--- src/cls_pkg.sv ---
// Shared types and codes of the CPU lifecycle state table.
`default_nettype none
package cls_pkg;

  typedef enum logic [2:0] {
    FSM_IDLE,
    FSM_START,
    FSM_SCAN,
    FSM_EXEC,
    FSM_SNAP
  } fsm_t;

  localparam logic [3:0] CMD_APPEND   = 4'd0;
  localparam logic [3:0] CMD_FINISH   = 4'd1;
  localparam logic [3:0] CMD_RESERVE  = 4'd2;
  localparam logic [3:0] CMD_FAIL_RT  = 4'd3;
  localparam logic [3:0] CMD_PUBLISH  = 4'd4;
  localparam logic [3:0] CMD_BEGIN    = 4'd5;
  localparam logic [3:0] CMD_FAIL_ST  = 4'd6;
  localparam logic [3:0] CMD_ONLINE   = 4'd7;
  localparam logic [3:0] CMD_BY_ID    = 4'd8;
  localparam logic [3:0] CMD_BY_HW    = 4'd9;
  localparam logic [3:0] CMD_SNAPSHOT = 4'd10;

  localparam logic [2:0] STS_OK       = 3'd0;
  localparam logic [2:0] STS_TOPO     = 3'd1;
  localparam logic [2:0] STS_DUP      = 3'd2;
  localparam logic [2:0] STS_DONE     = 3'd3;
  localparam logic [2:0] STS_STATE    = 3'd4;
  localparam logic [2:0] STS_ALLOC    = 3'd5;
  localparam logic [2:0] STS_REJ      = 3'd6;
  localparam logic [2:0] STS_NOTFOUND = 3'd7;

  localparam logic [2:0] LC_POSSIBLE = 3'd0;
  localparam logic [2:0] LC_PRESENT  = 3'd1;
  localparam logic [2:0] LC_PREPARED = 3'd2;
  localparam logic [2:0] LC_STARTING = 3'd3;
  localparam logic [2:0] LC_ONLINE   = 3'd4;
  localparam logic [2:0] LC_FAILED   = 3'd5;

  localparam logic [1:0] AV_ENABLED  = 2'd0;
  localparam logic [1:0] AV_DISABLED = 2'd1;
  localparam logic [1:0] AV_FAILED   = 2'd2;
  localparam logic [1:0] AV_UNKNOWN  = 2'd3;

  localparam logic [2:0] FC_NONE     = 3'd0;
  localparam logic [2:0] FC_FIRMWARE = 3'd1;
  localparam logic [2:0] FC_ALLOC    = 3'd2;

  localparam logic [2:0] LAST_BEAT   = 3'd5;

endpackage
`default_nettype wire

--- src/cpu_lifecycle_state_table.sv ---
// Append and lookup by hardware id walk the record memory one entry a cycle;
// single-record commands do not walk it.
// Snapshot: a walk of the record memory, then six result beats.
// One item at a time; the next is taken once the current result is registered.
// Synchronous reset empties the table and clears build state; no clearing pass.
`default_nettype none
module cpu_lifecycle_state_table #(
  parameter int MAX_CPUS   = 64,
  parameter int HW_ID_BITS = 32
) (
  input  wire logic        clk,
  input  wire logic        rst_n,
  input  wire logic        cfg_we,
  input  wire logic        cfg_index,
  input  wire logic [6:0]  cfg_wdata,
  input  wire logic        in_valid,
  output logic             in_stall,
  input  wire logic [3:0]  in_command,
  input  wire logic [5:0]  in_logical_id,
  input  wire logic [31:0] in_hardware_id,
  input  wire logic [1:0]  in_availability,
  input  wire logic [2:0]  in_failure_code,
  input  wire logic        in_alloc_ok,
  input  wire logic        in_runtime_ready,
  output logic             out_valid,
  input  wire logic        out_stall,
  output logic [2:0]       out_status,
  output logic [5:0]       out_logical_id_res,
  output logic [31:0]      out_hardware_id_res,
  output logic [2:0]       out_cpu_state,
  output logic [2:0]       out_failure_code_res,
  output logic [1:0]       out_availability_res,
  output logic             out_runtime_visible,
  output logic [6:0]       out_state_count,
  output logic             out_last
);

  localparam int HWS   = (HW_ID_BITS < 32) ? HW_ID_BITS : 32;
  localparam int CW    = $clog2(MAX_CPUS + 1);
  localparam int AW    = (MAX_CPUS > 1) ? $clog2(MAX_CPUS) : 1;
  localparam int REC_W = HWS + 9;

  cls_pkg::fsm_t state_r, state_nxt;

  logic [3:0]     cmd_r;
  logic [5:0]     lid_r;
  logic [HWS-1:0] hw_r;
  logic [1:0]     av_r;
  logic [2:0]     fc_r;
  logic           alloc_r, ready_r;

  logic [6:0]     cc_r;
  logic [5:0]     boot_r;
  logic [CW-1:0]  cnt_r, cnt_nxt;
  logic           done_r, done_nxt;

  logic [CW-1:0]  iss_r, iss_nxt, chk_r, idx_r, idx_nxt;
  logic           pend_r, pend_nxt, found_r, found_nxt;
  logic [2:0]     k_r, k_nxt;
  logic [CW-1:0]  snap_r [6];
  logic [CW-1:0]  snap_nxt [6];

  logic             rd_en, we;
  logic [AW-1:0]    rd_addr, wr_addr;
  logic [REC_W-1:0] rd_data, wr_data;

  logic           out_valid_r;
  logic           out_free, in_acc;
  logic           topo, full, id_ok, start_scan, scan_issue, scan_match, scan_end;

  logic [HWS-1:0] r_hw;
  logic [1:0]     r_av;
  logic [2:0]     r_life, r_fail;
  logic           r_rt;

  logic             ex_show, ex_append, valid_rec;
  logic [2:0]       ex_status, s_cur;
  logic [REC_W-1:0] ex_word, app_word;
  logic [CW-1:0]    ex_idx;
  logic [2:0]       app_life, app_fail;

  logic [HWS-1:0] o_hw;
  logic [1:0]     o_av;
  logic [2:0]     o_life, o_fail;
  logic           o_rt;

  cls_ram #(.WIDTH(REC_W), .DEPTH(MAX_CPUS), .AW(AW)) u_ram (
    .clk     (clk),
    .we      (we),
    .wr_addr (wr_addr),
    .wr_data (wr_data),
    .rd_en   (rd_en),
    .rd_addr (rd_addr),
    .rd_data (rd_data)
  );

  assign {r_hw, r_av, r_life, r_fail, r_rt} = rd_data;

  assign out_free = !out_valid_r || !out_stall;
  assign in_stall = (state_r != cls_pkg::FSM_IDLE);
  assign in_acc   = in_valid && !in_stall;
  assign out_valid = out_valid_r;

  assign topo  = (cc_r == 7'd0) || (32'(cc_r) > MAX_CPUS) || ({1'b0, boot_r} >= cc_r);
  assign full  = 32'(cnt_r) >= 32'(cc_r);
  assign id_ok = 32'(lid_r) < 32'(cnt_r);

  assign scan_match = pend_r && (cmd_r != cls_pkg::CMD_SNAPSHOT) && (r_hw == hw_r);
  assign scan_issue = (iss_r < cnt_r) && !scan_match;
  assign scan_end   = !scan_issue && !pend_r;

  always_comb begin
    start_scan = 1'b0;
    case (cmd_r)
      cls_pkg::CMD_APPEND:
        start_scan = !(done_r || topo || full || av_r == cls_pkg::AV_UNKNOWN);
      cls_pkg::CMD_BY_HW:    start_scan = done_r;
      cls_pkg::CMD_SNAPSHOT: start_scan = 1'b1;
      default:               start_scan = 1'b0;
    endcase
  end

  // next state
  always_comb begin
    state_nxt = state_r;
    case (state_r)
      cls_pkg::FSM_IDLE:  if (in_acc) state_nxt = cls_pkg::FSM_START;
      cls_pkg::FSM_START: state_nxt = start_scan ? cls_pkg::FSM_SCAN : cls_pkg::FSM_EXEC;
      cls_pkg::FSM_SCAN: begin
        if (scan_match) begin
          state_nxt = cls_pkg::FSM_EXEC;
        end else if (scan_end) begin
          state_nxt = (cmd_r == cls_pkg::CMD_SNAPSHOT) ? cls_pkg::FSM_SNAP : cls_pkg::FSM_EXEC;
        end
      end
      cls_pkg::FSM_EXEC:  if (out_free) state_nxt = cls_pkg::FSM_IDLE;
      cls_pkg::FSM_SNAP:  if (out_free && k_r == cls_pkg::LAST_BEAT) state_nxt = cls_pkg::FSM_IDLE;
      default:            state_nxt = cls_pkg::FSM_IDLE;
    endcase
  end

  // execute: decide status and record update from the latched command
  always_comb begin
    app_life = (av_r == cls_pkg::AV_ENABLED)  ? cls_pkg::LC_PRESENT :
               (av_r == cls_pkg::AV_DISABLED) ? cls_pkg::LC_POSSIBLE : cls_pkg::LC_FAILED;
    app_fail = (av_r == cls_pkg::AV_FAILED) ? cls_pkg::FC_FIRMWARE : cls_pkg::FC_NONE;
    app_word = {hw_r, av_r, app_life, app_fail, 1'b0};
    valid_rec = done_r && found_r;
    s_cur     = valid_rec ? r_life : cls_pkg::LC_POSSIBLE;
    ex_status = cls_pkg::STS_OK;
    ex_show   = 1'b0;
    ex_append = 1'b0;
    ex_word   = rd_data;
    ex_idx    = idx_r;
    case (cmd_r)
      cls_pkg::CMD_APPEND: begin
        if (done_r) begin
          ex_status = cls_pkg::STS_DONE;
        end else if (topo || full) begin
          ex_status = cls_pkg::STS_TOPO;
        end else if (av_r == cls_pkg::AV_UNKNOWN) begin
          ex_status = cls_pkg::STS_REJ;
        end else if (found_r) begin
          ex_status = cls_pkg::STS_DUP;
          ex_show   = 1'b1;
        end else begin
          ex_append = 1'b1;
          ex_show   = 1'b1;
          ex_word   = app_word;
          ex_idx    = cnt_r;
        end
      end
      cls_pkg::CMD_FINISH: begin
        if (done_r) begin
          ex_status = cls_pkg::STS_DONE;
        end else if (topo || cnt_r != CW'(cc_r) || r_av != cls_pkg::AV_ENABLED) begin
          ex_status = cls_pkg::STS_TOPO;
        end
      end
      cls_pkg::CMD_RESERVE: begin
        ex_show = found_r;
        if (!valid_rec || r_av != cls_pkg::AV_ENABLED || s_cur != cls_pkg::LC_PRESENT
            || r_rt) begin
          ex_status = cls_pkg::STS_STATE;
        end else if (!alloc_r) begin
          ex_status = cls_pkg::STS_ALLOC;
          ex_word   = {r_hw, r_av, cls_pkg::LC_FAILED, cls_pkg::FC_ALLOC, r_rt};
        end
      end
      cls_pkg::CMD_FAIL_RT: begin
        ex_show = found_r;
        if (!valid_rec || s_cur != cls_pkg::LC_PRESENT || r_rt || fc_r == cls_pkg::FC_NONE) begin
          ex_status = cls_pkg::STS_STATE;
        end else begin
          ex_word = {r_hw, r_av, cls_pkg::LC_FAILED, fc_r, r_rt};
        end
      end
      cls_pkg::CMD_PUBLISH: begin
        ex_show = found_r;
        if (!valid_rec || s_cur != cls_pkg::LC_PRESENT || r_rt) begin
          ex_status = cls_pkg::STS_STATE;
        end else if (!ready_r) begin
          ex_status = cls_pkg::STS_REJ;
        end else begin
          ex_word = {r_hw, r_av, cls_pkg::LC_PREPARED, r_fail, 1'b1};
        end
      end
      cls_pkg::CMD_BEGIN: begin
        ex_show = found_r;
        if (!valid_rec || s_cur != cls_pkg::LC_PREPARED) begin
          ex_status = cls_pkg::STS_REJ;
        end else begin
          ex_word = {r_hw, r_av, cls_pkg::LC_STARTING, r_fail, r_rt};
        end
      end
      cls_pkg::CMD_FAIL_ST: begin
        ex_show = found_r;
        if (fc_r == cls_pkg::FC_NONE || !valid_rec
            || (s_cur != cls_pkg::LC_PREPARED && s_cur != cls_pkg::LC_STARTING)) begin
          ex_status = cls_pkg::STS_REJ;
        end else begin
          ex_word = {r_hw, r_av, cls_pkg::LC_FAILED, fc_r, r_rt};
        end
      end
      cls_pkg::CMD_ONLINE: begin
        ex_show = found_r;
        if (!valid_rec || !r_rt || !ready_r || s_cur != cls_pkg::LC_STARTING) begin
          ex_status = cls_pkg::STS_REJ;
        end else begin
          ex_word = {r_hw, r_av, cls_pkg::LC_ONLINE, r_fail, r_rt};
        end
      end
      cls_pkg::CMD_BY_ID: begin
        ex_show = valid_rec;
        if (!valid_rec) ex_status = cls_pkg::STS_NOTFOUND;
      end
      cls_pkg::CMD_BY_HW: begin
        ex_show = found_r;
        if (!found_r) ex_status = cls_pkg::STS_NOTFOUND;
      end
      default: begin
        ex_status = cls_pkg::STS_REJ;
      end
    endcase
    {o_hw, o_av, o_life, o_fail, o_rt} = ex_word;
  end

  // memory ports and datapath updates
  always_comb begin
    rd_en     = 1'b0;
    rd_addr   = '0;
    we        = 1'b0;
    wr_addr   = '0;
    wr_data   = ex_word;
    iss_nxt   = iss_r;
    pend_nxt  = 1'b0;
    idx_nxt   = idx_r;
    found_nxt = found_r;
    cnt_nxt   = cnt_r;
    done_nxt  = done_r;
    k_nxt     = k_r;
    for (int i = 0; i < 6; i++) snap_nxt[i] = snap_r[i];
    case (state_r)
      cls_pkg::FSM_START: begin
        iss_nxt   = '0;
        found_nxt = 1'b0;
        idx_nxt   = CW'(lid_r);
        k_nxt     = '0;
        for (int i = 0; i < 6; i++) snap_nxt[i] = '0;
        case (cmd_r)
          cls_pkg::CMD_FINISH: begin
            idx_nxt = CW'(boot_r);
            rd_addr = AW'(boot_r);
            rd_en   = !(done_r || topo || cnt_r != CW'(cc_r));
          end
          cls_pkg::CMD_RESERVE, cls_pkg::CMD_FAIL_RT, cls_pkg::CMD_PUBLISH,
          cls_pkg::CMD_BEGIN, cls_pkg::CMD_FAIL_ST, cls_pkg::CMD_ONLINE,
          cls_pkg::CMD_BY_ID: begin
            found_nxt = id_ok;
            rd_addr   = AW'(lid_r);
            rd_en     = id_ok;
          end
          default: begin
            rd_en = 1'b0;
          end
        endcase
      end
      cls_pkg::FSM_SCAN: begin
        // one entry issued and one checked each cycle
        rd_en    = scan_issue;
        rd_addr  = iss_r[AW-1:0];
        pend_nxt = scan_issue;
        if (scan_issue) iss_nxt = iss_r + CW'(1);
        if (scan_match) begin
          found_nxt = 1'b1;
          idx_nxt   = chk_r;
        end
        if (pend_r && cmd_r == cls_pkg::CMD_SNAPSHOT && r_life <= cls_pkg::LC_FAILED) begin
          snap_nxt[r_life] = snap_r[r_life] + CW'(1);
        end
      end
      cls_pkg::FSM_EXEC: begin
        if (out_free) begin
          wr_addr = ex_idx[AW-1:0];
          we      = ex_append || (ex_show && ex_word != rd_data &&
                                  cmd_r != cls_pkg::CMD_APPEND);
          if (ex_append) cnt_nxt = cnt_r + CW'(1);
          if (cmd_r == cls_pkg::CMD_FINISH && !done_r && ex_status == cls_pkg::STS_OK) begin
            done_nxt = 1'b1;
          end
        end
      end
      cls_pkg::FSM_SNAP: begin
        if (out_free) k_nxt = k_r + 3'd1;
      end
      default: begin
        rd_en = 1'b0;
      end
    endcase
  end

  always_ff @(posedge clk) begin
    if (!rst_n) begin
      state_r     <= cls_pkg::FSM_IDLE;
      cc_r        <= 7'd1;
      boot_r      <= 6'd0;
      cnt_r       <= '0;
      done_r      <= 1'b0;
      pend_r      <= 1'b0;
      out_valid_r <= 1'b0;
    end else begin
      state_r <= state_nxt;
      cnt_r   <= cnt_nxt;
      done_r  <= done_nxt;
      pend_r  <= pend_nxt;
      if (cfg_we) begin
        if (cfg_index) boot_r <= cfg_wdata[5:0];
        else           cc_r   <= cfg_wdata;
      end
      if ((state_r == cls_pkg::FSM_EXEC || state_r == cls_pkg::FSM_SNAP) && out_free) begin
        out_valid_r <= 1'b1;
      end else if (!out_stall) begin
        out_valid_r <= 1'b0;
      end
    end
  end

  always_ff @(posedge clk) begin
    if (in_acc) begin
      cmd_r   <= in_command;
      lid_r   <= in_logical_id;
      hw_r    <= in_hardware_id[HWS-1:0];
      av_r    <= in_availability;
      fc_r    <= in_failure_code;
      alloc_r <= in_alloc_ok;
      ready_r <= in_runtime_ready;
    end
    iss_r   <= iss_nxt;
    chk_r   <= iss_r;
    idx_r   <= idx_nxt;
    found_r <= found_nxt;
    k_r     <= k_nxt;
    for (int i = 0; i < 6; i++) snap_r[i] <= snap_nxt[i];
    if (state_r == cls_pkg::FSM_EXEC && out_free) begin
      out_status           <= ex_status;
      out_logical_id_res   <= ex_show ? 6'(ex_idx) : 6'd0;
      out_hardware_id_res  <= ex_show ? 32'(o_hw) : 32'd0;
      out_cpu_state        <= ex_show ? o_life : 3'd0;
      out_failure_code_res <= ex_show ? o_fail : 3'd0;
      out_availability_res <= ex_show ? o_av : 2'd0;
      out_runtime_visible  <= ex_show && o_rt && o_life >= cls_pkg::LC_PREPARED
                              && o_life <= cls_pkg::LC_FAILED;
      out_state_count      <= 7'd0;
      out_last             <= 1'b1;
    end else if (state_r == cls_pkg::FSM_SNAP && out_free) begin
      out_status           <= cls_pkg::STS_OK;
      out_logical_id_res   <= 6'd0;
      out_hardware_id_res  <= 32'd0;
      out_cpu_state        <= k_r;
      out_failure_code_res <= 3'd0;
      out_availability_res <= 2'd0;
      out_runtime_visible  <= 1'b0;
      out_state_count      <= 7'(snap_r[k_r]);
      out_last             <= (k_r == cls_pkg::LAST_BEAT);
    end
  end

  a_cnt_bound: assert property (@(posedge clk) disable iff (!rst_n)
    32'(cnt_r) <= MAX_CPUS)
    else $error("record count beyond table depth");

  a_we_exec: assert property (@(posedge clk) disable iff (!rst_n)
    we |-> state_r == cls_pkg::FSM_EXEC)
    else $error("memory write outside execute");

  a_done_nonempty: assert property (@(posedge clk) disable iff (!rst_n)
    done_r |-> cnt_r != '0)
    else $error("build finished with empty table");

  a_append_grows: assert property (@(posedge clk) disable iff (!rst_n)
    (we && ex_append) |=> cnt_r == $past(cnt_r) + CW'(1))
    else $error("append did not advance count");

  a_no_beat_busy_in: assert property (@(posedge clk) disable iff (!rst_n)
    (state_r == cls_pkg::FSM_SNAP) |-> cmd_r == cls_pkg::CMD_SNAPSHOT)
    else $error("snapshot beats for another command");

endmodule
`default_nettype wire

--- src/cls_ram.sv ---
// Record memory: one write port, one registered read port.
`default_nettype none
module cls_ram #(
  parameter int WIDTH = 41,
  parameter int DEPTH = 64,
  parameter int AW    = 6
) (
  input  wire logic             clk,
  input  wire logic             we,
  input  wire logic [AW-1:0]    wr_addr,
  input  wire logic [WIDTH-1:0] wr_data,
  input  wire logic             rd_en,
  input  wire logic [AW-1:0]    rd_addr,
  output logic      [WIDTH-1:0] rd_data
);

  logic [WIDTH-1:0] mem [DEPTH];

  always_ff @(posedge clk) begin
    if (we) begin
      mem[wr_addr] <= wr_data;
    end
  end

  always_ff @(posedge clk) begin
    if (rd_en) begin
      rd_data <= mem[rd_addr];
    end
  end

endmodule
`default_nettype wire

--- config.mk ---
export PLATFORM = sky130hd
export DESIGN_NAME = cpu_lifecycle_state_table
export DESIGN_NICKNAME = d
export VERILOG_FILES = /design/src/cls_pkg.sv /design/src/cpu_lifecycle_state_table.sv /design/src/cls_ram.sv
export SDC_FILE = /design/constraint.sdc
export NUM_CORES = 2
export LEC_CHECK = 0
export ABC_AREA = 1
export BUFFER_PORTS_ARGS = -buffer_cell sky130_fd_sc_hd__buf_4
export CORE_MARGIN = 2
export CORE_UTILIZATION = 40
export CTS_BUF_LIST = sky130_fd_sc_hd__clkbuf_16
export DETAILED_ROUTE_END_ITERATION = 10
export PLACE_DENSITY = 0.58
export RECOVER_POWER = 50
export SYNTH_ARGS = -nofsm -noshare
export SYNTH_HDL_FRONTEND = slang
export SYNTH_SLANG_ARGS = --single-unit
--- constraint.sdc ---
create_clock -name clk -period 6.4 [get_ports clk]
set_input_delay 0.64 -clock clk [delete_from_list [all_inputs] [get_ports clk]]
set_output_delay 0.64 -clock clk [all_outputs]
set_load 0.02 [all_outputs]
# Yosys cells after proc, flatten, opt, wreduce, memory -nomap -nowiden
# Memories as Yosys holds them, arrays and structs flattened. A register that Yosys moved wholly into a read port is not among the register bits.
# Cells that the tools add are included.
dict set report totals {
  memories 2
  elab_cells 260
  out_inout_bits 60
  inputBits 62
  ramBits 2666
  ff_bits 149
}
dict set report classes {
  eq_ne 33
  n_lt_le_gt_ge 10
  n_reduce_logical 80
  bitwise_logic 2
  muxes 102
  n_addsub 4
}
# memory words word_bits rd rd_ports_with_merged_regs wr line_no
set mem_list {}
lappend mem_list {u_ram.mem 64 41 1 1 1 cls_ram.sv:17} ;# logic [WIDTH-1:0] mem [DEPTH];
lappend mem_list {snap_r 6 7 8 1 6 cpu_lifecycle_state_table.sv:60} ;# logic [CW-1:0] snap_r [6];
# cell count
set ops {}
lappend ops {{$pmux 41 s7} 1}
lappend ops {{$mux 41} 4}
lappend ops {{$mux 32} 3}
lappend ops {{$mux 3} 30}
lappend ops {{$pmux 42 s2} 1}
lappend ops {{$mux 6} 12}
lappend ops {{$mux 7} 10}
lappend ops {{$bwmux 42} 1}
lappend ops {{$mux 42} 1}
lappend ops {{$ne 41x41->1} 1}
lappend ops {{$pmux 6 s2} 3}
lappend ops {{$eq 32x32->1} 1}
lappend ops {{$pmux 3 s10} 1}
lappend ops {{$logic_or 1x1->1} 24}
lappend ops {{$add 7x1->7 const B} 3}
lappend ops {{$demux 7 s3} 1}
lappend ops {{$logic_and 1x1->1} 21}
lappend ops {{$mux 1} 21}
lappend ops {{$eq 4x3->1 const B} 4}
lappend ops {{$pmux 3 s5} 1}
lappend ops {{$pmux 7 s2} 1}
lappend ops {{$reduce_or 7->1} 2}
lappend ops {{$eq 4x4->1 const B} 3}
lappend ops {{$logic_not 1->1} 12}
lappend ops {{other kinds (40)} 69}

# Longest topological paths before layout
dict set report logic_depth {
  ltp_word 16
  ltp_mapped 22
  mapped_depth_nobuf 21
}

# Modules after synthesis
# A second synthesis with hierarchy kept.
dict set report hier_totals {
  hier_cells 10078
  area_unflattened_um2 118115.8
}
# module seq_area_each_um2 instances cells_each area_per_inst_um2
set by_module_without_submodules {}
lappend by_module_without_submodules {cls_ram 80026.8 1 8676 106671.1}
lappend by_module_without_submodules {cpu_lifecycle_state_table 5545.3 1 1402 11444.7}

# Least setup slack after synthesis
# Ideal clock, no wire load.
dict set report synth_timing {
  path_type {flip-flop to flip-flop}
  start {reg cc_r[6]}
  end {mem u_ram.mem[0][0] (enable)}
  n_path_buf 1
  stages_incl_launch_ff 21
  t_required_ns 5.960
  period_less_slack_ns 5.348
  t_arrival_ns 4.908
  slack_ns 1.052
  setup_ns 0.440
  path_cell_list {dfxtp_1 inv_2 ha_1 nand2_1 nor2_1 nand2_1 nand3_1 nor2_2 inv_1 nor2_1 nand2_1 nand2_1 nand2_1 nand2_1 nand2_1 nand2_1 nor2_1 nand4_1 nand2_2 buf_6 nor2_1}
}
dict set report synth_via {
  elab_chain_cells 15
  word_cells_on_any_way 29
  cone_classes {order compare (3); eq/ne (1); mux (18); reduce/logical (7)}
}
# element line_no
set synth_rtl {}
lappend synth_rtl {{from (decl)} cpu_lifecycle_state_table.sv:52} ;# logic [6:0] cc_r;
lappend synth_rtl {{from (signal assigned)} cpu_lifecycle_state_table.sv:338} ;# else cc_r <= cfg_wdata;
lappend synth_rtl {{$gt 7x7->1 or $logic_not 7->1 (tied branches)} cpu_lifecycle_state_table.sv:104} ;# assign topo = (cc_r == 7'd0) || (32'(cc_r) > MAX_CPUS) || ({1'b0, boot_r} >= cc_r);
lappend synth_rtl {{$logic_or 1x1->1 (2 in a row)} cpu_lifecycle_state_table.sv:104}
lappend synth_rtl {{$logic_or 1x1->1 *} cpu_lifecycle_state_table.sv:159} ;# end else if (topo || full) begin
lappend synth_rtl {{$mux 41 *} cpu_lifecycle_state_table.sv:159}
lappend synth_rtl {{$mux 41 *} cpu_lifecycle_state_table.sv:157} ;# if (done_r) begin
lappend synth_rtl {{$pmux 41 s7 *} cpu_lifecycle_state_table.sv:155} ;# case (cmd_r)
lappend synth_rtl {{named net ex_word[7]} cpu_lifecycle_state_table.sv:78} ;# logic [REC_W-1:0] ex_word, app_word;
lappend synth_rtl {{$ne 41x41->1 *} cpu_lifecycle_state_table.sv:305} ;# we = ex_append || (ex_show && ex_word != rd_data &&
lappend synth_rtl {{$logic_and 1x1->1 * (2 in a row)} cpu_lifecycle_state_table.sv:305}
lappend synth_rtl {{$logic_or 1x1->1 *} cpu_lifecycle_state_table.sv:305}
lappend synth_rtl {{$mux 1 *} cpu_lifecycle_state_table.sv:303} ;# if (out_free) begin
lappend synth_rtl {{$mux 1 *} cpu_lifecycle_state_table.sv:263} ;# case (state_r)
lappend synth_rtl {{$mux 1 *} cls_ram.sv:20} ;# if (we) begin
lappend synth_rtl {{$mux 1 (implied by the code) *} cls_ram.sv:21} ;# mem[wr_addr] <= wr_data;
lappend synth_rtl {{to (decl)} cls_ram.sv:17}
# The timed path passes the listed nets; every way through them passes the cells marked *.

# Worst setup path after layout
dict set report layout_timing {
  start {reg state_r[1]}
  end {reg u_ram.rd_data[6] (read register of u_ram.mem) (data pin)}
}
dict set report layout_via {
  elab_chain_cells 2
  word_cells_on_any_way 4
  cone_classes {eq/ne (2); mux (2)}
}
# element line_no
set layout_rtl {}
lappend layout_rtl {{from (decl)} cpu_lifecycle_state_table.sv:43} ;# cls_pkg::fsm_t state_r, state_nxt;
lappend layout_rtl {{from (signal assigned)} cpu_lifecycle_state_table.sv:324} ;# state_r <= cls_pkg::FSM_IDLE;
lappend layout_rtl {{from (signal assigned)} cpu_lifecycle_state_table.sv:332} ;# state_r <= state_nxt;
lappend layout_rtl {{$eq 3x2->1 or $eq 3x1->1 (tied branches)} cpu_lifecycle_state_table.sv:263}
lappend layout_rtl {{$pmux 6 s2 or $pmux 1 s2 (tied branches)} cpu_lifecycle_state_table.sv:263}
lappend layout_rtl {{to (decl)} cls_ram.sv:14} ;# output logic [WIDTH-1:0] rd_data
# Several ways; a longest one is shown, not always the timed one.
# A chain may end at the register's enable or synchronous reset.

==> results.toml <==
[die]
io_pins = 122
start_util_pct = 40.2
die_h_um = 545
core_mm2 = 0.291
die_w_um = 545
num_rows = 198
fp.dieArea_mm2 = 0.297

[setup_path]
path_class = "flop to flop"
crit_required_ns = 6.84
r2r-start = "state_r[1]$_SDFFE_PN0P_"
cp_max_fo = 72
end_kind = "flop"
start_kind = "flop"
crit_start = "state_r[1]$_SDFFE_PN0P_"
cp.arrival_ns = 6.21

[logic_synthesis]
synth_nets = 9174
ys_ff_latch = 2863
synthTopCellsByArea = "edfxtp_1 (72%), nor2_1 (5.6%), o21ai_0 (4.8%), o211ai_1 (3.1%), nand3_1 (2.6%)"
synth_cells = 9083
synth_top_area_cell = "edfxtp_1"
synth_compound_gate_area_share_pct = 12.2
synth_flop_cell = "edfxtp_1"
synth_xor_area_share_pct = 0.120
async_flop_share_pct = 0
synth_fa_ha_area_share_pct = 0.310
yosysSeqAreaShare_pct = 73.1
yosys_warnings = 0
netlist.area_leader.share_pct = 72.4
synth_edf_count = 2823
yosysUniqueCellTypes = 58
syn_area_mm2 = 0.117
synth-simple-area-share_pct = 10.9
synth_top_family_by_area = "compound AO/OA/AOI/OAI gates"
syn_avg_cell_area_um2 = 12.9
yosys-mux-area-fraction_pct = 0

[job]
drv_cap = 33

[clocking]
clock_latency_ns = 0.89
numCtsBuffers = 305
post-cts-setup-buffers = 0
cts_tree = "yes"
cts_max_level = 5
path_clk_slew_ns = 0.06
clk_path_buf_depth = 4
clock-sinks = 2863
root_buffer = "clkbuf_16"

[power_and_ir_drop]
p_leak_uw = 0.0428
power.switching_uw = 19600
peakVddDrop_mv = 0.277
total_power_uw = 55000
p_clk_share_pct = 30.7
comb_power_share_pct = 27.8
swShare_pct = 35.7
pwr_density_cell_mw_per_mm2 = 415
pwr-share-seq_pct = 41.5
p_int_uw = 35300

[timing]
fin_crit_ns = 5.77
relSlewSlack_pct = -135
hold_slack_ns = 0.0954
period_share_pct = 90.2
drv_slew = 1150
final-hold-violation-count = 0
clock_skew_ns = 0.0712
fmax_mhz = 173
setup_slack_ns = 0.625
setup_violations = 0
worst_slew_pin_slew_ns = 3.48
rsz0062_at_grt = "no"
finalSetupTns_ns = 0

[place]
placed_cells = 12752
place_congestion = 0.941
pre_cts_ws_ns = 1.15
io_buffers = 121
place.detailed.hpwl_um = 222000

[routing]
wl_per_cell_um = 27.7
vias = 77376
via_per_inst = 5.80
firstDrtPassIters = 6
routed_wl_um = 370000
ant_nets = 0
drt-initial-drc-count = 10508
drc = 0

[run_status]
status = "finished with violations"
violations = "max-capacitance violations, max-slew violations"

[layout]
final_common_cell = "edfxtp_1"
fillers = 25969
fin_cells = 13346
final_cell_mix = "edfxtp_1 (2,823), nor2_1 (1,695), o21ai_0 (1,105)"
area_growth_syn_to_layout_pct = 13.2
nets = 9287
drive_gt1_share_pct = 11.0

[global_routing]
grt_pass1_wl_um = 527000
grt_use_total_pct = 24.3
grt_pass1_vias = 72670
grt_max_degree = 159
grt-ovfl-total = 0
antenna_found_initial = 23

[hold_path]
worstHoldStart = "cfg_wdata[3]"
hold_class = "primary input to flop"
## sequential cells by signal, indices dropped and copies added (netlist names), 32 cells and up
name / cells
u_ram.mem: 2624
snap_r: 42
u_ram.rd_data: 41
hw_r: 32
out_hardware_id_res: 32
## cell usage after synthesis, types with 5 or more instances
master,number
o221ai_1,207
o21ai_0,1111
o21ai_1,232
nand4_1,30
buf_6,27
nand3_1,619
o21ai_2,5
inv_1,260
inv_2,15
nor2_1,1752
nor4_1,8
nor2_4,11
clkinv_1,5
nand2_2,12
a31oi_1,7
a21oi_1,108
buf_2,271
o31ai_1,8
or2_2,126
clkbuf_1,271
xnor2_1,12
buf_4,18
nor2_2,17
nand2_1,383
dfxtp_1,40
edfxtp_1,2823
buf_1,29
nor3_1,15
ha_1,29
o21bai_1,6
o211ai_2,90
o211ai_1,489
## logic make-up after synthesis
| logic type | after synthesis |
|---|---|
| AO/OA/AOI/OAI | 2286 |
| XOR/XNOR | 16 |
| adder cells (fa/ha/maj) | 29 |
| buffers and inverters | 898 |
| flip-flops | 2863 |
| AND/OR/NAND/NOR | 2991 |
## layout make-up
type | instances | area, um^2 | share of cell area, %
sequential | 2863 | 85600 | 64.6
antenna | 14 | 35.0 | 0.0264
clock buffer | 312 | 7810 | 5.89
clock inverter | 231 | 1600 | 1.21
timing repair buffer | 423 | 3600 | 2.72
tap | 3900 | 4880 | 3.68
multi-input combinational | 5322 | 27900 | 21.1
inverter | 281 | 1100 | 0.827
## through the flow
| stage | util, % | instance area (um^2) |
|---|---|---|
| global placement | 42.4 | 124000 |
| detailed placement | 42.4 | 124000 |
| finish | 45.5 | 133000 |
| floorplan | - | 117000 |
| global route | 45.5 | 133000 |
| CTS | 45.8 | 133000 |
## timing repair
| action | 4_1_cts | 5_1_grt |
|---|---|---|
| resized for setup | 0 | 0 |
| endpoints found under the hold margin | 37 | 0 |
| hold buffers | 37 | 0 |
## path summary, 6_finish.rpt
check | to | slack, ns | cells after the start
max | u_ram.rd_data[6]$_DFFE_PP_ | 0.63 | 12
min | boot_r[3]$_SDFFE_PN0P_ | 0.1 | 3
min reg2reg | boot_r[0]$_SDFFE_PN0P_ | 0.49 | 2
max reg2reg | u_ram.rd_data[6]$_DFFE_PP_ | 0.63 | 12
## power by group through the flow
| stage | clock (uW) | combinational [uW] | sequential (uW) |
|---|---|---|---|
| after floorplan | 0 | 8010 | 23200 |
| after global placement | 0 | 15000 | 23100 |
| after detailed placement | 0 | 15200 | 23100 |
| after CTS | 17000 | 15200 | 22700 |
| after global routing | 17800 | 16100 | 22900 |
| final | 16900 | 15300 | 22800 |
## critical path, stage by stage, from the launching register on
cell and delay (ns):
dfxtp_1 0.41, inv_1 0.11, nor3_4 0.60, clkbuf_1 0.60, a22oi_1 0.23, buf_4 0.29
inv_8 0.56, clkbuf_1 0.94, o211ai_1 0.32, nand3_1 0.34, nand3_1 0.13, nand3_1 0.32
nand2_1 0.43
## routing by layer
| layer | GRT usage [%] | part of all wire [%] | vias up |
|---|---|---|---|
| met3 | 4.58 | 8.7 | 578 |
| li1 | - | - | 33950 |
| met5 | 0 | 0.026 | - |
| met1 | 34.2 | 42 | 39182 |
| met2 | 38.1 | 46 | 3650 |
| met4 | 7.59 | 3.4 | 16 |
No activity file was read; power rests on OpenSTA's default activity.
